## config.mk

```make
export PLATFORM = sky130hd
export DESIGN_NAME = bspd_cell
export DESIGN_NICKNAME = d
export VERILOG_FILES = /design/src/design/bspd_pkg.sv /design/src/design/bspd_cell.sv
export SDC_FILE = /design/constraint.sdc
export NUM_CORES = 1
export LEC_CHECK = 0
export ABC_AREA = 1
export ABC_CLOCK_PERIOD_IN_PS = 1600
export BUFFER_PORTS_ARGS = -buffer_cell sky130_fd_sc_hd__buf_2
export CORE_ASPECT_RATIO = 1.5
export CORE_UTILIZATION = 41
export CTS_CLUSTER_SIZE = 30
export DETAILED_ROUTE_END_ITERATION = 7
export GPL_TIMING_DRIVEN = 1
export HOLD_SLACK_MARGIN = 0.08
export PLACE_DENSITY = 0.91
export SYNTH_ARGS = -nofsm -noshare
export SYNTH_HDL_FRONTEND = slang
export SYNTH_SLANG_ARGS = --single-unit
```

## constraint.sdc

```tcl
create_clock -name i_clk -period 1.6 [get_ports i_clk]
set_input_delay 0.08 -clock i_clk [delete_from_list [all_inputs] [get_ports i_clk]]
set_output_delay 0.08 -clock i_clk [all_outputs]
set_load 0.05 [all_outputs]
```

## src/design/bspd_pkg.sv

```systemverilog
// ----------------------------------------------------------------------------
// bspd_pkg
// Shared widths, sizes and types of the boxcar slope peak detector.
// ----------------------------------------------------------------------------
package bspd_pkg;

    localparam int SMP_W  = 24;
    localparam int CHAN_W = 10;
    localparam int SCAN_W = 16;
    localparam int CNT_W  = 17;
    localparam int WIN_W  = 4;
    localparam int CFG_W  = 24;

    localparam int LOCAL_MAX_RADIUS = 4;
    localparam int WINDOW_MAX       = 15;
    localparam int MAX_SCANS        = 65536;
    localparam int WIN_RESET        = 2;

    localparam int LAG_MAX = (WINDOW_MAX + 2 > LOCAL_MAX_RADIUS) ?
                             WINDOW_MAX + 2 : LOCAL_MAX_RADIUS;
    localparam int REACH   = (WINDOW_MAX + 1 > LOCAL_MAX_RADIUS) ?
                             WINDOW_MAX + 1 : LOCAL_MAX_RADIUS;
    localparam int NCELL   = LAG_MAX + REACH + 1;
    localparam int TAP_W   = $clog2(NCELL);
    localparam int LAG_W   = $clog2(LAG_MAX + 1);
    localparam int NWIN    = 2 * LOCAL_MAX_RADIUS + 1;
    localparam int NLEAF   = 2 ** $clog2(NWIN);
    localparam int LEAF_W  = $clog2(NLEAF);

    typedef logic [SMP_W-1:0] t_smp;
    typedef logic [NCELL-1:0][SMP_W-1:0] t_row;
    typedef logic [NWIN-1:0][SMP_W-1:0] t_win;

    typedef struct packed {
        logic              vld;
        logic              flush;
        logic [CHAN_W-1:0] chan;
        logic [SCAN_W-1:0] scan;
        t_win              win;
    } t_cand;

    typedef struct packed {
        logic [CHAN_W-1:0] chan;
        logic [SCAN_W-1:0] scan;
        t_smp              val;
    } t_res;

endpackage

```

## src/design/bspd_cell.sv

```systemverilog
// ----------------------------------------------------------------------------
// bspd_cell
// One stage of the sample line: holds one sample and its in-trace flag.
// ----------------------------------------------------------------------------
module bspd_cell (
    input  logic           i_clk,
    input  logic           i_rst_n,
    input  logic           i_shift,
    input  logic           i_clr,
    input  logic           i_vld,
    input  bspd_pkg::t_smp i_data,
    output logic           o_vld,
    output bspd_pkg::t_smp o_data,
    output bspd_pkg::t_smp o_val
);
    import bspd_pkg::*;

    logic r_vld;
    t_smp r_data;

    always_ff @(posedge i_clk) begin
        if (!i_rst_n || i_clr) begin
            r_vld <= 1'b0;
        end else if (i_shift) begin
            r_vld <= i_vld;
        end
    end

    always_ff @(posedge i_clk) begin
        if (i_shift) begin
            r_data <= i_data;
        end
    end

    assign o_vld  = r_vld;
    assign o_data = r_data;
    assign o_val  = r_vld ? r_data : '0;

endmodule

```

==> flow_metrics.env <==
export IMPL_outcome="completed"
export IMPL_ys_ff_latch=25
export IMPL_setup_viol=0
export IMPL_dp_hpwl_um=1730
export IMPL_cts_tree="built"
export IMPL_ys_types=6
export IMPL_final_nets=219
export IMPL_syn_to_final_growth_pct=70.7
export IMPL_grt_pass1_vias=911
export IMPL_clock_latency_ns=0.30
export IMPL_grtUsageMet1_pct=26.7
export IMPL_syn_area_um2=978
export IMPL_min_delay_start="i_shift"
export IMPL_die_width_um=41.9
export IMPL_wl_per_cell_um=14.1
export IMPL_numCtsBuffers=3
export IMPL_synthesis_nets=111
export IMPL_worst_clock_skew_ns=0
export IMPL_layout_cells_non_filler=212
export IMPL_grt_max_degree=27
export IMPL_drtIter0Drc=39
export IMPL_ir_drop_v=0.000824
export IMPL_clkSinkCount=25
export IMPL_tightest_slew_ns=0.561
export IMPL_crit_type="reg -> out"
export IMPL_grt_pass1_wl_um=4230
export IMPL_dpl_worst_slack_ns=0.628
export IMPL_hold_class="in -> reg"
export IMPL_netlist_top_cells_area="edfxtp_1, nand2_1, inv_1"
export IMPL_n_antenna_cell=0
export IMPL_critPathArrivalTime_ns=1.25
export IMPL_cts_buffer_depth=2
export IMPL_crit_fanout=14
export IMPL_row_count=21
export IMPL_drt_total_wl_um=3000
export IMPL_via_per_inst=4.44
export IMPL_most_common_layout_cells="buf_2, nand2_1, dlygate4sd3_1"
export IMPL_power_total_uw=1470
export IMPL_antenna_found_initial=0
export IMPL_crit_start="o_vld"
export IMPL_r2r_slack_ns=0.82
export IMPL_powerDensity_mw_per_mm2=880
export IMPL_clk_pin_slew_ns=0.13
export IMPL_leakagePower_uw=0.000991
export IMPL_grt_overflow=0
export IMPL_track_usage_pct=22.6
export IMPL_grt_busiest_layer="met2"
export IMPL_finalHoldViolCount=0
export IMPL_reg2reg_from="o_vld"
export IMPL_dp_cells=181
export IMPL_slew_headroom_pct=62.6
export IMPL_place_congestion=0.747
export IMPL_dieArea_mm2=0.00259
export IMPL_required_ns=1.52
export IMPL_start_util_pct=43.8
export IMPL_endpoint="o_val[0]"
export IMPL_fin_crit_ns=1.33
export IMPL_final_util_pct=74.8
export IMPL_grt_use_met3_pct=1.16
export IMPL_gr_usage_met2_pct=44.0
export IMPL_synth_top_area_share_pct=73.7
export IMPL_slew_viol_final=0
export IMPL_cts_max_level=1
export IMPL_pin_count=78
export IMPL_drc=0
export IMPL_timing_fmax_ghz=0.751
export IMPL_final_common_cell="buf_2"
export IMPL_die_h_um=61.8
export IMPL_endpoint_kind="output port"
export IMPL_start_kind="register"
export IMPL_dr_pass1_iters=4
export IMPL_ys_warn_count=0
export IMPL_synthCells=82
export IMPL_core_area_mm2=0.00223
export IMPL_holdBufCountCts=27
export IMPL_cts_setup_buffers=0
export IMPL_postRouteAntennaNets=0
export IMPL_vias=942
export IMPL_grt_setup_unrepaired="no"
export IMPL_finalCritPeriodShare_pct=83.2
export IMPL_cap_violations=0
export IMPL_avgSynthCellArea_um2=11.9
export IMPL_r2r_cells=3
export IMPL_setup_slack_ns=0.268
export IMPL_yosys_area_top_type="edfxtp_1"
export IMPL_drive_above_1_share_pct=43.4
export IMPL_io_buffers=77
export IMPL_fin_tns_setup_ns=0
export IMPL_cts_root_buf="clkbuf_4"
export IMPL_r2r_end="o_vld"
export IMPL_cts_resized=0
export IMPL_seq_area_frac_synth_pct=75.7
worst max-delay path, stage by stage, from the launching register on:
cell and delay [ns]:
dfxtp_1 0.35, buf_4 0.19, nand2_1 0.08, inv_1 0.07, buf_2 0.26
kinds of logic (layout without fill, tap and decap cells):
kind of cell,count (synthesis),after routing,synth area share (%)
AOI/OAI and AO/OA,1,1,0.511
buffers and inverters,29,136,13.4
DFF,25,25,75.7
and+or+nand+nor,27,27,10.4
through the flow:
stage / instance area (um^2) / hold WS [ns]
after floorplan: 978 / 0.179
after CTS: 1670 / 0.294
after detailed placement: 1370 / 0.258
after global placement: 1370 / 0.256
final: 1670 / 0.295
after global routing: 1670 / 0.283
synthesized netlist by cell type:
library cell	count
nand2_1	27
edfxtp_1	24
a21oi_1	1
dfxtp_1	1
inv_1	26
buf_6	3
sequential cells by signal (all words and copies together), names as in the netlist:
name,count
o_vld,1
o_data,24
area by class of cell:
type                       instances  area, um^2
clock buffer                       4        26.3
fill                             139         563
inverter                          26        97.6
multi-input combinational         28         106
sequential                        25         741
tap                               23        28.8
timing repair buffer             106         671
per-layer routing:
metal,part of all wire (%),up-vias
li1,-,456
met1,37,453
met2,58,29
met3,3.0,4
met4,1.6,0
met5,0,-
worst min path at each step:
stage                 endpoint  slack (ns)  depth (start not counted)
floorplan            o_data[0]        0.18                          0
global placement    o_data[21]        0.26                          1
detailed placement  o_data[21]        0.26                          1
CTS                 o_data[18]        0.29                          1
global route        o_data[21]        0.28                          1
finish              o_data[23]        0.29                          1
where the power goes:
| group | switching [uW] | internal, uW | total (uW) | leakage (uW) |
|---|---|---|---|---|
| Sequential | 27.6 | 774 | 801 | 0.000243 |
| Clock | 170 | 97.0 | 267 | 0.0000150 |
| Combinational | 288 | 114 | 401 | 0.000733 |
| Total | 486 | 985 | 1470 | 0.000991 |
Note: power is estimated with default switching activity, not from simulation.
